==> src/rtl/path_component_parser_unit_defines.svh <==
// Assertion macros shared by the path component parser files.
`ifndef PATH_COMPONENT_PARSER_UNIT_DEFINES_SVH
`define PATH_COMPONENT_PARSER_UNIT_DEFINES_SVH

// same-cycle implication
`define PCP_ASSERT_IMPLY(label, clk, rst, ante, cons) \
   label: assert property (@(posedge clk) disable iff (rst) (ante) |-> (cons)) \
      else $error("path component parser check failed");

// next-cycle implication
`define PCP_ASSERT_NEXT(label, clk, rst, ante, cons) \
   label: assert property (@(posedge clk) disable iff (rst) (ante) |=> (cons)) \
      else $error("path component parser check failed");

`endif

==> src/rtl/pcp_pkg.sv <==
// Constants, codes and shared structs for the path component parser.
package pcp_pkg;

   localparam int MAX_NAME_CHARS = 16;
   localparam int MAX_COMPONENTS = 16;
   localparam int MAX_PATH_CHARS = 512;

   // fixed field widths
   localparam int CH_W     = 8;
   localparam int IDX_W    = 4;
   localparam int POS_W    = 4;
   localparam int STATUS_W = 2;
   localparam int DEPTH_W  = 5;
   localparam int LEN_W    = 5;

   // derived storage sizes and widths
   localparam int SLOTS       = MAX_COMPONENTS + 1;
   localparam int STORE_DEPTH = SLOTS * MAX_NAME_CHARS;
   localparam int STORE_AW    = $clog2(STORE_DEPTH);
   localparam int SLOT_W      = (SLOTS > 1) ? $clog2(SLOTS) : 1;
   localparam int CLEN_W      = $clog2(MAX_NAME_CHARS + 1);
   localparam int DEPTH_CNT_W = $clog2(SLOTS + 1);
   localparam int PLEN_W      = $clog2(MAX_PATH_CHARS + 2);

   localparam logic [CH_W-1:0] CH_SLASH = 8'h2F;
   localparam logic [CH_W-1:0] CH_DOT   = 8'h2E;

   typedef enum logic [STATUS_W-1:0] {
      ST_OK        = 2'd0,
      ST_PATH_LONG = 2'd1,
      ST_NAME_LONG = 2'd2,
      ST_TOO_DEEP  = 2'd3
   } status_type;

   typedef enum logic {
      MODE_PATH = 1'b0,
      MODE_READ = 1'b1
   } mode_type;

   typedef enum logic {
      KIND_SUMMARY = 1'b0,
      KIND_READ    = 1'b1
   } kind_type;

   typedef enum logic [1:0] {
      DOT_NONE = 2'd0,
      DOT_ONE  = 2'd1,
      DOT_TWO  = 2'd2
   } dot_type;

   typedef struct packed {
      status_type         status;
      logic               absolute;
      logic               is_dir;
      logic [DEPTH_W-1:0] depth;
   } sum_type;

   typedef struct packed {
      kind_type         kind;
      sum_type          sum;
      logic             comp_ok;
      logic [POS_W-1:0] char_pos;
   } issue_type;

   typedef struct packed {
      logic                name_we;
      logic [STORE_AW-1:0] name_addr;
      logic [CH_W-1:0]     name_data;
      logic                len_we;
      logic [SLOT_W-1:0]   len_addr;
      logic [CLEN_W-1:0]   len_data;
   } store_wr_type;

endpackage

==> src/rtl/path_component_parser_unit.sv <==
// Top level of the path component parser.
//
// Takes one word per cycle, back to back, while req_stall is low. A path word
// (mode 0) carries one path character; the path ends on a zero character or on
// last, and that word yields one summary (status, absolute, directory flag,
// depth). A read word (mode 1) returns one stored name character and that
// name's length. Words that only carry a path character yield nothing. Every
// result waits in a first register beside the memory read data, then in the
// output register: names and name lengths sit in two memories with one write
// port and a registered read port each, and the output has its own register.
// Characters are written at the edge that takes them and a read word can come
// no earlier than the next edge, so reads always see the latest names without
// forwarding. Per-path counters live in flip-flops and update on every path
// word taken. req_stall rises only while both result registers are full and
// rsp_stall is high. The memories need no clearing after reset: entries beyond
// the current depth or name length are never returned.
`include "path_component_parser_unit_defines.svh"

module path_component_parser_unit (
   input  logic                         clock,
   input  logic                         reset,
   input  logic                         req_valid,
   output logic                         req_stall,
   input  logic                         req_mode,
   input  logic [pcp_pkg::CH_W-1:0]     req_ch,
   input  logic                         req_last,
   input  logic [pcp_pkg::IDX_W-1:0]    req_comp_index,
   input  logic [pcp_pkg::POS_W-1:0]    req_char_pos,
   output logic                         rsp_valid,
   input  logic                         rsp_stall,
   output logic                         rsp_kind,
   output logic [pcp_pkg::STATUS_W-1:0] rsp_status,
   output logic                         rsp_absolute,
   output logic                         rsp_is_dir,
   output logic [pcp_pkg::DEPTH_W-1:0]  rsp_path_depth,
   output logic [pcp_pkg::CH_W-1:0]     rsp_read_char,
   output logic [pcp_pkg::LEN_W-1:0]    rsp_read_len
);

   logic                            accept;
   logic                            path_step;
   logic                            read_step;
   logic                            can_take;
   logic                            tok_done;
   logic [pcp_pkg::DEPTH_CNT_W-1:0] tok_depth;
   pcp_pkg::store_wr_type           tok_wr;
   pcp_pkg::sum_type                tok_sum;
   logic [pcp_pkg::CH_W-1:0]        mem_char;
   logic [pcp_pkg::CLEN_W-1:0]      mem_len;
   logic                            issue_valid;
   pcp_pkg::issue_type              issue;

   assign req_stall = !can_take;
   assign accept    = req_valid && can_take;
   assign path_step = accept && (req_mode == pcp_pkg::MODE_PATH);
   assign read_step = accept && (req_mode == pcp_pkg::MODE_READ);

   pcp_tokenizer u_tokenizer (
      .clock (clock),
      .reset (reset),
      .step  (path_step),
      .ch    (req_ch),
      .last  (req_last),
      .wr    (tok_wr),
      .sum   (tok_sum),
      .done  (tok_done),
      .depth (tok_depth)
   );

   pcp_store u_store (
      .clock   (clock),
      .wr      (tok_wr),
      .rd_en   (read_step),
      .rd_comp (req_comp_index),
      .rd_pos  (req_char_pos),
      .rd_char (mem_char),
      .rd_len  (mem_len)
   );

   assign issue_valid    = read_step || (path_step && tok_done);
   assign issue.kind     = read_step ? pcp_pkg::KIND_READ : pcp_pkg::KIND_SUMMARY;
   assign issue.sum      = tok_sum;
   assign issue.comp_ok  = (32'(req_comp_index) < 32'(tok_depth));
   assign issue.char_pos = req_char_pos;

   pcp_resp u_resp (
      .clock          (clock),
      .reset          (reset),
      .issue_valid    (issue_valid),
      .issue          (issue),
      .mem_char       (mem_char),
      .mem_len        (mem_len),
      .can_take       (can_take),
      .rsp_valid      (rsp_valid),
      .rsp_stall      (rsp_stall),
      .rsp_kind       (rsp_kind),
      .rsp_status     (rsp_status),
      .rsp_absolute   (rsp_absolute),
      .rsp_is_dir     (rsp_is_dir),
      .rsp_path_depth (rsp_path_depth),
      .rsp_read_char  (rsp_read_char),
      .rsp_read_len   (rsp_read_len)
   );

   // input backs up only behind a full, stalled output
   `PCP_ASSERT_IMPLY(a_stall_cause, clock, reset, req_stall, rsp_valid && rsp_stall)
   // failed path is never reported as a directory
   `PCP_ASSERT_IMPLY(a_err_not_dir, clock, reset,
      rsp_valid && rsp_kind == pcp_pkg::KIND_SUMMARY && rsp_status != pcp_pkg::ST_OK,
      !rsp_is_dir)
   // read word: no character without a name length behind it
   `PCP_ASSERT_IMPLY(a_read_gated, clock, reset,
      rsp_valid && rsp_kind == pcp_pkg::KIND_READ && rsp_read_len == '0,
      rsp_read_char == '0)
   // one word into an empty output cannot back up the input
   `PCP_ASSERT_NEXT(a_no_early_stall, clock, reset,
      issue_valid && !rsp_valid && !u_resp.a_valid_ff, !req_stall)

endmodule

==> src/rtl/pcp_store.sv <==
// Name character memory and name length memory with registered read port.
module pcp_store (
   input  logic                       clock,
   input  pcp_pkg::store_wr_type      wr,
   input  logic                       rd_en,
   input  logic [pcp_pkg::IDX_W-1:0]  rd_comp,
   input  logic [pcp_pkg::POS_W-1:0]  rd_pos,
   output logic [pcp_pkg::CH_W-1:0]   rd_char,
   output logic [pcp_pkg::CLEN_W-1:0] rd_len
);

   logic [pcp_pkg::CH_W-1:0]     name_mem [pcp_pkg::STORE_DEPTH];
   logic [pcp_pkg::CLEN_W-1:0]   len_mem  [pcp_pkg::SLOTS];
   logic [pcp_pkg::CH_W-1:0]     rd_char_ff;
   logic [pcp_pkg::CLEN_W-1:0]   rd_len_ff;
   logic [pcp_pkg::STORE_AW-1:0] rd_addr;
   logic [pcp_pkg::SLOT_W-1:0]   rd_slot;

   assign rd_addr = pcp_pkg::STORE_AW'(rd_comp) * pcp_pkg::STORE_AW'(pcp_pkg::MAX_NAME_CHARS)
                    + pcp_pkg::STORE_AW'(rd_pos);
   assign rd_slot = pcp_pkg::SLOT_W'(rd_comp);

   always_ff @(posedge clock) begin
      if (wr.name_we) begin
         name_mem[wr.name_addr] <= wr.name_data;
      end
      if (rd_en) begin
         rd_char_ff <= name_mem[rd_addr];
      end
   end

   always_ff @(posedge clock) begin
      if (wr.len_we) begin
         len_mem[wr.len_addr] <= wr.len_data;
      end
      if (rd_en) begin
         rd_len_ff <= len_mem[rd_slot];
      end
   end

   assign rd_char = rd_char_ff;
   assign rd_len  = rd_len_ff;

endmodule

==> src/rtl/pcp_tokenizer.sv <==
// Per-path scanner state: splits path words into names and builds the summary.
module pcp_tokenizer (
   input  logic                            clock,
   input  logic                            reset,
   input  logic                            step,
   input  logic [pcp_pkg::CH_W-1:0]        ch,
   input  logic                            last,
   output pcp_pkg::store_wr_type           wr,
   output pcp_pkg::sum_type                sum,
   output logic                            done,
   output logic [pcp_pkg::DEPTH_CNT_W-1:0] depth
);

   logic [pcp_pkg::DEPTH_CNT_W-1:0] depth_ff, depth_in;
   logic [pcp_pkg::PLEN_W-1:0]      plen_ff, plen_in;
   logic [pcp_pkg::CLEN_W-1:0]      comp_ff, comp_in;
   logic                            abs_ff, abs_in;
   logic                            lead_ff, lead_in;
   pcp_pkg::dot_type                dot_ff, dot_in;
   logic                            slash_ff, slash_in;
   pcp_pkg::status_type             err_ff, err_in;
   logic                            dotdot_ff, dotdot_in;

   always_comb begin
      logic                start;
      logic                has_ch;
      logic                is_slash;
      logic                fin;
      logic                keep;
      pcp_pkg::status_type st;

      start    = (plen_ff == '0);
      has_ch   = (ch != '0);
      is_slash = (ch == pcp_pkg::CH_SLASH);

      // a new path begins with the first path word after a summary
      depth_in  = start ? '0 : depth_ff;
      comp_in   = start ? '0 : comp_ff;
      abs_in    = start ? 1'b0 : abs_ff;
      lead_in   = start ? 1'b1 : lead_ff;
      dot_in    = start ? pcp_pkg::DOT_NONE : dot_ff;
      slash_in  = start ? 1'b0 : slash_ff;
      err_in    = start ? pcp_pkg::ST_OK : err_ff;
      dotdot_in = start ? 1'b0 : dotdot_ff;
      plen_in   = plen_ff;
      wr        = '0;

      if (has_ch) begin
         if (start) begin
            abs_in  = is_slash;
            lead_in = is_slash;
         end
         if (plen_in <= pcp_pkg::PLEN_W'(pcp_pkg::MAX_PATH_CHARS)) begin
            plen_in = plen_in + 1'b1;
         end
         if (is_slash) begin
            slash_in = 1'b1;
         end else begin
            slash_in = 1'b0;
            if (err_in == pcp_pkg::ST_OK) begin
               if (comp_in >= pcp_pkg::CLEN_W'(pcp_pkg::MAX_NAME_CHARS)) begin
                  err_in = pcp_pkg::ST_NAME_LONG;
               end else begin
                  wr.name_we   = 1'b1;
                  wr.name_addr = pcp_pkg::STORE_AW'(depth_in)
                                 * pcp_pkg::STORE_AW'(pcp_pkg::MAX_NAME_CHARS)
                                 + pcp_pkg::STORE_AW'(comp_in);
                  wr.name_data = ch;
                  if (comp_in == '0) begin
                     dot_in = (ch == pcp_pkg::CH_DOT) ? pcp_pkg::DOT_ONE : pcp_pkg::DOT_NONE;
                  end else if (dot_in == pcp_pkg::DOT_ONE && ch == pcp_pkg::CH_DOT) begin
                     dot_in = pcp_pkg::DOT_TWO;
                  end else begin
                     dot_in = pcp_pkg::DOT_NONE;
                  end
                  comp_in = comp_in + 1'b1;
               end
            end
         end
      end

      done = !has_ch || last;
      // a slash and the path end close the current name the same way
      fin  = (has_ch && is_slash) || done;
      keep = fin && (comp_in != '0) && (err_in == pcp_pkg::ST_OK)
             && !(dot_in == pcp_pkg::DOT_ONE
                  || (dot_in == pcp_pkg::DOT_TWO && abs_in && lead_in));

      if (keep) begin
         wr.len_we   = (depth_in < pcp_pkg::DEPTH_CNT_W'(pcp_pkg::SLOTS));
         wr.len_addr = pcp_pkg::SLOT_W'(depth_in);
         wr.len_data = comp_in;
         dotdot_in   = (dot_in == pcp_pkg::DOT_TWO);
         depth_in    = depth_in + 1'b1;
         lead_in     = 1'b0;
         if (depth_in > pcp_pkg::DEPTH_CNT_W'(pcp_pkg::MAX_COMPONENTS)) begin
            err_in = pcp_pkg::ST_TOO_DEEP;
         end
      end
      if (fin) begin
         comp_in = '0;
         dot_in  = pcp_pkg::DOT_NONE;
      end

      st = (plen_in > pcp_pkg::PLEN_W'(pcp_pkg::MAX_PATH_CHARS)) ? pcp_pkg::ST_PATH_LONG : err_in;
      sum.status   = st;
      sum.absolute = abs_in;
      sum.is_dir   = (st == pcp_pkg::ST_OK) && (slash_in || depth_in == '0 || dotdot_in);
      sum.depth    = (depth_in > pcp_pkg::DEPTH_CNT_W'(pcp_pkg::MAX_COMPONENTS))
                     ? pcp_pkg::DEPTH_W'(pcp_pkg::MAX_COMPONENTS)
                     : pcp_pkg::DEPTH_W'(depth_in);

      if (done) begin
         plen_in = '0;
      end

      wr.name_we = wr.name_we && step;
      wr.len_we  = wr.len_we && step;
   end

   always_ff @(posedge clock) begin
      if (reset) begin
         depth_ff  <= '0;
         plen_ff   <= '0;
         comp_ff   <= '0;
         abs_ff    <= 1'b0;
         lead_ff   <= 1'b1;
         dot_ff    <= pcp_pkg::DOT_NONE;
         slash_ff  <= 1'b0;
         err_ff    <= pcp_pkg::ST_OK;
         dotdot_ff <= 1'b0;
      end else if (step) begin
         depth_ff  <= depth_in;
         plen_ff   <= plen_in;
         comp_ff   <= comp_in;
         abs_ff    <= abs_in;
         lead_ff   <= lead_in;
         dot_ff    <= dot_in;
         slash_ff  <= slash_in;
         err_ff    <= err_in;
         dotdot_ff <= dotdot_in;
      end
   end

   assign depth = depth_ff;

endmodule

==> src/rtl/pcp_resp.sv <==
// Two result registers: memory data stage and output stage with flow control.
module pcp_resp (
   input  logic                            clock,
   input  logic                            reset,
   input  logic                            issue_valid,
   input  pcp_pkg::issue_type              issue,
   input  logic [pcp_pkg::CH_W-1:0]        mem_char,
   input  logic [pcp_pkg::CLEN_W-1:0]      mem_len,
   output logic                            can_take,
   output logic                            rsp_valid,
   input  logic                            rsp_stall,
   output logic                            rsp_kind,
   output logic [pcp_pkg::STATUS_W-1:0]    rsp_status,
   output logic                            rsp_absolute,
   output logic                            rsp_is_dir,
   output logic [pcp_pkg::DEPTH_W-1:0]     rsp_path_depth,
   output logic [pcp_pkg::CH_W-1:0]        rsp_read_char,
   output logic [pcp_pkg::LEN_W-1:0]       rsp_read_len
);

   logic                          a_valid_ff;
   pcp_pkg::issue_type            a_ff;
   logic                          b_valid_ff;
   pcp_pkg::kind_type             kind_ff, kind_in;
   pcp_pkg::sum_type              sum_ff, sum_in;
   logic [pcp_pkg::CH_W-1:0]      char_ff, char_in;
   logic [pcp_pkg::LEN_W-1:0]     len_ff, len_in;
   logic                          b_free;
   logic                          a_move;

   assign b_free   = !b_valid_ff || !rsp_stall;
   assign a_move   = a_valid_ff && b_free;
   assign can_take = !a_valid_ff || b_free;

   // memory data lines up with the A stage: read issued when the word entered A
   always_comb begin
      logic char_ok;
      kind_in = a_ff.kind;
      sum_in  = '0;
      char_in = '0;
      len_in  = '0;
      char_ok = a_ff.comp_ok && (32'(a_ff.char_pos) < 32'(mem_len));
      if (a_ff.kind == pcp_pkg::KIND_READ) begin
         len_in  = a_ff.comp_ok ? pcp_pkg::LEN_W'(mem_len) : '0;
         char_in = char_ok ? mem_char : '0;
      end else begin
         sum_in = a_ff.sum;
      end
   end

   always_ff @(posedge clock) begin
      if (reset) begin
         a_valid_ff <= 1'b0;
         b_valid_ff <= 1'b0;
      end else begin
         if (can_take) begin
            a_valid_ff <= issue_valid;
         end
         if (b_free) begin
            b_valid_ff <= a_valid_ff;
         end
      end
   end

   always_ff @(posedge clock) begin
      if (issue_valid) begin
         a_ff <= issue;
      end
      if (a_move) begin
         kind_ff <= kind_in;
         sum_ff  <= sum_in;
         char_ff <= char_in;
         len_ff  <= len_in;
      end
   end

   assign rsp_valid      = b_valid_ff;
   assign rsp_kind       = kind_ff;
   assign rsp_status     = sum_ff.status;
   assign rsp_absolute   = sum_ff.absolute;
   assign rsp_is_dir     = sum_ff.is_dir;
   assign rsp_path_depth = sum_ff.depth;
   assign rsp_read_char  = char_ff;
   assign rsp_read_len   = len_ff;

endmodule
==> config.mk <==
export PLATFORM = sky130hd
export DESIGN_NAME = path_component_parser_unit
export DESIGN_NICKNAME = d
export VERILOG_FILES = /design/src/rtl/pcp_pkg.sv /design/src/rtl/path_component_parser_unit.sv /design/src/rtl/pcp_store.sv /design/src/rtl/pcp_tokenizer.sv /design/src/rtl/pcp_resp.sv
export VERILOG_INCLUDE_DIRS = /design/src /design/src/rtl
export SDC_FILE = /design/constraint.sdc
export NUM_CORES = 2
export LEC_CHECK = 0
export BUFFER_PORTS_ARGS = -buffer_cell sky130_fd_sc_hd__buf_4
export CAP_MARGIN = 20
export CORE_ASPECT_RATIO = 1.1
export CORE_MARGIN = 2
export CORE_UTILIZATION = 55
export CTS_CLUSTER_DIAMETER = 80
export DETAILED_ROUTE_END_ITERATION = 12
export PLACE_DENSITY = 0.7
export SLEW_MARGIN = 10
export SYNTH_ARGS = -nofsm -noshare
export SYNTH_HDL_FRONTEND = slang
export SYNTH_SLANG_ARGS = --single-unit
==> constraint.sdc <==
create_clock -name clock -period 9.1 [get_ports clock]
set_input_delay 1.82 -clock clock [delete_from_list [all_inputs] [get_ports clock]]
set_output_delay 1.82 -clock clock [all_outputs]
set_load 0.02 [all_outputs]
Yosys cells after proc, flatten, opt, wreduce, memory -nomap -nowiden
Memories as Yosys holds them, arrays and structs flattened. A register that Yosys moved wholly into a read port is not among the register bits.
Index checks and enable logic that the tools add are counted.
W data, S select, Z words.
- register bits: 68
- memory bits (writable): 2261
- output and inout port bits: 25
- input port bits: 22
- word-level logic and storage cells: 136
- memories kept: 2
- muxes and demuxes: 50
- eq/ne operators: 5
- bitwise gates (word level): 1
- $add $sub $neg: 5
- order comparisons: 8
- reduce and logical (&&, ||, !) cells: 40
- memory list (name ; depth ; bits a word ; rd ports ; clocked after memory_dff ; write ports ; RTL line ; source):
    u_store.name_mem ; 272 ; 8 ; 1 ; 1 ; 1 ; pcp_store.sv:12 ; logic [pcp_pkg::CH_W-1:0] name_mem [pcp_pkg::STORE_DEPTH];
    u_store.len_mem ; 17 ; 5 ; 1 ; 1 ; 1 ; pcp_store.sv:13 ; logic [pcp_pkg::CLEN_W-1:0] len_mem [pcp_pkg::SLOTS];
- operator list (cell ; count):
    $mux W18 ; 4
    $mux W5 ; 8
    $mux W2 ; 16
    $mux W10 ; 3
    $mux W1 ; 18
    $eq A8 B6 Y1 const B ; 2
    $logic_and A1 B1 Y1 ; 16
    $mux W11 ; 1
    $add A10 B1 Y10 const B ; 1
    $add A5 B1 Y5 const B ; 2
    $gt A10 B10 Y1 const B ; 1
    $gt A5 B5 Y1 const B ; 2
    $le A10 B10 Y1 const B ; 1
    $logic_not A10 Y1 ; 1
    $logic_not A5 Y1 ; 2
    $lt A4 B5 Y1 ; 2
    $add A8 B4 Y9 ; 1
    $add A9 B5 Y9 ; 1
    $logic_or A1 B1 Y1 ; 8
    $reduce_bool A8 Y1 ; 1
    $logic_not A1 Y1 ; 6
    $logic_not A2 Y1 ; 3
    $ge A5 B5 Y1 const B ; 1
    $lt A5 B5 Y1 const B ; 1
    5 further kinds ; 7

Longest topological paths before layout
- depth after elaboration: 21
- depth in mapped cells: 20
- depth with buffers taken out: 17

By module
Synthesis repeated with hierarchy kept, for this count alone.
- cells, all modules: 4343
- area, all modules: 86920.9 um2
- modules (own cells, without submodules) (module ; area an instance (um2) ; instances ; seq. area each (um2) ; cells an instance):
    pcp_store ; 82810.7 ; 1 ; 64291.7 ; 3874
    pcp_tokenizer ; 2448.6 ; 1 ; 560.5 ; 358
    pcp_resp ; 1546.5 ; 1 ; 1181.1 ; 93
    path_component_parser_unit ; 115.1 ; 1 ; 0.0 ; 18

Worst setup path after synthesis
OpenSTA, ideal clock, no wires.
- path type: input -> register
- from: input req_ch[2] (netlist name)
- to: memory u_store.name_mem[0][0] (netlist name), data pin
- stages on the path: 6
- required time: 8231 ps
- library setup time: 869 ps
- path slack: 2092 ps
- data arrival time: 6139 ps
- buffers on the path: 1
- path through: nand4_1 o22a_1 nor2_1 a21oi_1 clkbuf_1 and2_1
- RTL lines (what ; RTL line ; source):
    from (decl) ; path_component_parser_unit.sv:25 ; input logic [pcp_pkg::CH_W-1:0] req_ch,
    to (decl) ; pcp_store.sv:12 ;

Worst setup path in the final report
- from: register u_tokenizer.plen_ff[0] (netlist name)
- to: memory u_store.name_mem[59][5] (netlist name), enable pin
- word-level cells in the longest chain between the ends: 10
- elaborated cells on any way between the ends: 14
- classes of those cells: add/sub: 1; order compare: 1; mux: 9; reduce/logical: 3
- RTL lines (what ; RTL line ; source):
    from (decl) ; pcp_tokenizer.sv:15 ; logic [pcp_pkg::PLEN_W-1:0] plen_ff, plen_in;
    from (signal assigned) ; pcp_tokenizer.sv:134 ; plen_ff <= plen_in;
    $logic_not A10 Y1 (*) ; pcp_tokenizer.sv:32 ; start = (plen_ff == '0);
    $mux W5 ; pcp_tokenizer.sv:38 ; comp_in = start ? '0 : comp_ff;
    $ge A5 B5 Y1 ; pcp_tokenizer.sv:61 ; if (comp_in >= pcp_pkg::CLEN_W'(pcp_pkg::MAX_NAME_CHARS)) begin
    $mux W18 ; pcp_tokenizer.sv:61 ;
    $mux W18 (*) ; pcp_tokenizer.sv:60 ; if (err_in == pcp_pkg::ST_OK) begin
    $mux W18 (*) ; pcp_tokenizer.sv:56 ; if (is_slash) begin
    $mux W18 (*) ; pcp_tokenizer.sv:48 ; if (has_ch) begin
    $logic_and A1 B1 Y1 ; pcp_tokenizer.sv:117 ; wr.name_we = wr.name_we && step;
    $mux W1 ; pcp_store.sv:24 ; if (wr.name_we) begin
    $mux W1 (implied by the code) ; pcp_store.sv:25 ; name_mem[wr.name_addr] <= wr.name_data;
Mark *: on every way between the ends. The rest lies on a longest branch, timed or not.

==> results.toml <==
[cts]
cts_setup_buffers = 0
postCtsHoldBufs = 0
cts_root_buf = "clkbuf_16"
htreeDepth = 4
clkSinkCount = 2209
clk_latency_ns = 0.84
cts_made_buffers = 202
clock_path_buffers = 3
clk_pin_slew_ns = 0.06
postCtsResizedCells = 0
cts_tree = "yes"

[logic_synthesis]
synth_edf_count = 2179
ys.flop_type = "edfxtp_1"
synthCells = 3858
synth_cell_type_count = 68
synth.avg_cell_area_sq_um = 22.4
yosys.area.top_type = "edfxtp_1"
synth_area_leaders = "edfxtp_1 76%, mux4_2 18%, nor2_1 1.5%"
ys_seq_area_frac = 0.765
yosysWarnings = 0
ys_seq_elements = 2209
ys_async_sr_fraction = 0
synthesis.area_sq_um = 86300
synth_top_area_frac = 0.758
synth_nets = 3895

[placed_design]
postPlaceCellArea_sq_um = 89100
gp_congestion = 0.820
pre_cts_ws_ns = 2.80
place_hpwl_um = 108000
port_buffers = 46

[status]
status = "completed"

[worst_setup_path]
slowest_delay_ns = 0.97
path_common_cell = "ha_1"
crit_path_cell_trace = "inv_1 > ha_1 > nor4b_1 > nand3b_1 > buf_4 > and2_1 > ha_1 > ha_1 > a211oi_1 > a311oi_1 > a21oi_1 > nand4_1 > nor2_1"
cp_num_buf_inv = 2
arrival_ns = 6.13
crit_type = "reg -> reg"
end_kind = "register"
cp.depth = 13
worst-path-max-fanout = 26
required_ns = 9.56
critical-path-slowest-cell = "nor2_1"
start_kind = "register"
critPathTopFamily = "simple AND/OR/NAND/NOR gates"
reg2reg_depth = 13

[timing]
clock_skew_ns = 0.0311
hold_violations = 0
relSlewSlack = 0.151
fin_setup_tns_ns = 0
worst_slew_pin_slew_ns = 1.27
setup_ws_ns = 3.43
rsz0062_at_grt = "false"
finalSetupViolCount = 0
holdWs_ns = 0.475
period_share = 0.623
slew_viol_final = 0
max_freq_mhz = 176
period_minus_slack_ns = 5.67

[power_and_ir_drop]
irDropWorstVdd_mv = 0.219
power_density_nw_per_um2 = 215
p_leak_uw = 0.0293

[worst_hold_path]
hold_path_depth = 2
hp-class = "reg -> reg"

[global_routing]
grt_pass1_vias = 39934
grt.total_usage = 0.240
grt_remaining_overflow = 0
grt_pass1_wl_um = 275000
antenna_found_initial = 5
grt_max_degree = 255

[floorplanning]
io_pins = 47
die-area_sq_um = 160000
core_area_sq_um = 156000
initial_core_util = 0.553
rows = 152
die_h_um = 419
chipWidth_um = 382

[detailed_routing]
drtIter0Drc = 4703
drtPass1Iterations = 5
drc = 0
finalWirelength_um = 188000
wl_per_cell_um = 30.4
avgViaCountPerCell = 6.39
num_vias = 39624
ant_nets = 0

[final_layout]
num-fill-cells = 10549
fin_nets = 3989
multi_input_area_sq_um = 19400
drive_gt1_frac = 0.271
final_cell_area_sq_um = 95700
regArea_sq_um = 66000
area_growth_syn_to_layout_pct = 10.9

[run]
cap_violations = 0
## synthesized netlist by cell type (all sizes together) (6+ instances only)
library cell     n
edfxtp        2179
mux4           697
nor2           334
clkbuf         166
nand2           75
buf             58
a21oi           35
dfxtp           30
inv             26
o21ai           24
a22oi           19
nand4           16
ha              15
and2            14
nand3           14
nor2b           13
and3            12
nor3            12
or3             12
nor4            10
xnor2            7
a211oi           6
nand2b           6
o32ai            6
## power breakdown
part	internal, uW	switching, uW
Sequential	11200	9.81
Clock	4770	3600
Combinational	384	574
## worst reg2reg max path, cell delays in order (launching register included)
cell	delay, ns
dfxtp_1	0.34
inv_1	0.14
ha_1	0.17
nor4b_1	0.42
nand3b_1	0.13
buf_4	0.25
and2_1	0.27
ha_1	0.24
ha_1	0.26
a211oi_1	0.24
a311oi_1	0.13
a21oi_1	0.88
nand4_1	0.87
nor2_1	0.98
## registers in the layout, indices dropped and copies added, names as in the netlist, 2 cells and up
register               count
u_resp.a_ff               14
u_resp.rsp_path_depth      5
u_resp.rsp_read_char       8
u_resp.rsp_read_len        5
u_resp.rsp_status          2
u_store.len_mem           80
u_store.name_mem        2048
u_store.rd_char            8
u_store.rd_len             5
u_tokenizer.comp_ff        5
u_tokenizer.depth          5
u_tokenizer.dot_ff         2
u_tokenizer.err_ff         2
u_tokenizer.plen_ff       10
## through the flow
step | total power [uW] | std cells | util
finish | 20500 | 6203 | 0.614
global route | 21100 | 6201 | 0.614
CTS | 20700 | 6192 | 0.613
detailed placement | 12400 | 5819 | 0.572
global placement | 12400 | 5814 | 0.571
floorplan | 12100 | 3858 | -
## final timing paths
path	from	end	slack, ns
worst max-delay path	u_tokenizer.plen_ff[0]$_SDFFE_PP0P_	u_store.name_mem[59][5]$_DFFE_PP_	3.43
worst min register to register	u_tokenizer.abs_ff$_SDFFE_PP0P_	u_tokenizer.abs_ff$_SDFFE_PP0P_	0.47
worst max register to register	u_tokenizer.plen_ff[0]$_SDFFE_PP0P_	u_store.name_mem[59][5]$_DFFE_PP_	3.43
worst min-delay path	u_tokenizer.abs_ff$_SDFFE_PP0P_	u_tokenizer.abs_ff$_SDFFE_PP0P_	0.47
## layer usage
metal  track usage  up-vias  part of all wire
met3        0.0618      316             0.088
met2         0.380     1732              0.49
met4        0.0861        4             0.035
li1              -    16485                 -
met1         0.328    21087              0.39
met5             0        -           0.00037
## kinds of logic (layout without fill, tap and decap cells)
logic type      after synthesis  in the layout  synth area share
flops                      2209           2209             0.765
other cells                   0              3                 0
buf+inv                     252            515            0.0110
xor+xnor                      9              9          0.000914
mux                         702            702             0.183
fa+ha+maj                    15             15           0.00218
simple gates                537            537            0.0274
compound gates              134            134            0.0106
## cells in the final DEF (no fill, tap or decap), drive strengths merged, types with 15 or more instances in the layout
cell    instances
bufinv         22
nand2          75
buf           111
inv            32
nand4          16
nor2          334
clkinv         89
edfxtp       2179
clkbuf        254
o21ai          24
ha             15
a22oi          19
dfxtp          30
a21oi          35
mux4          697
## cell type report
type,count,area share
sequential,2209,0.690
clock inverter,122,0.0122
multi-input combinational,1397,0.202
antenna,3,0.0000784
clock buffer,251,0.0557
tap,2079,0.0272
inverter,28,0.00110
timing repair buffer,114,0.0117
(Power assumes the default switching activity.)
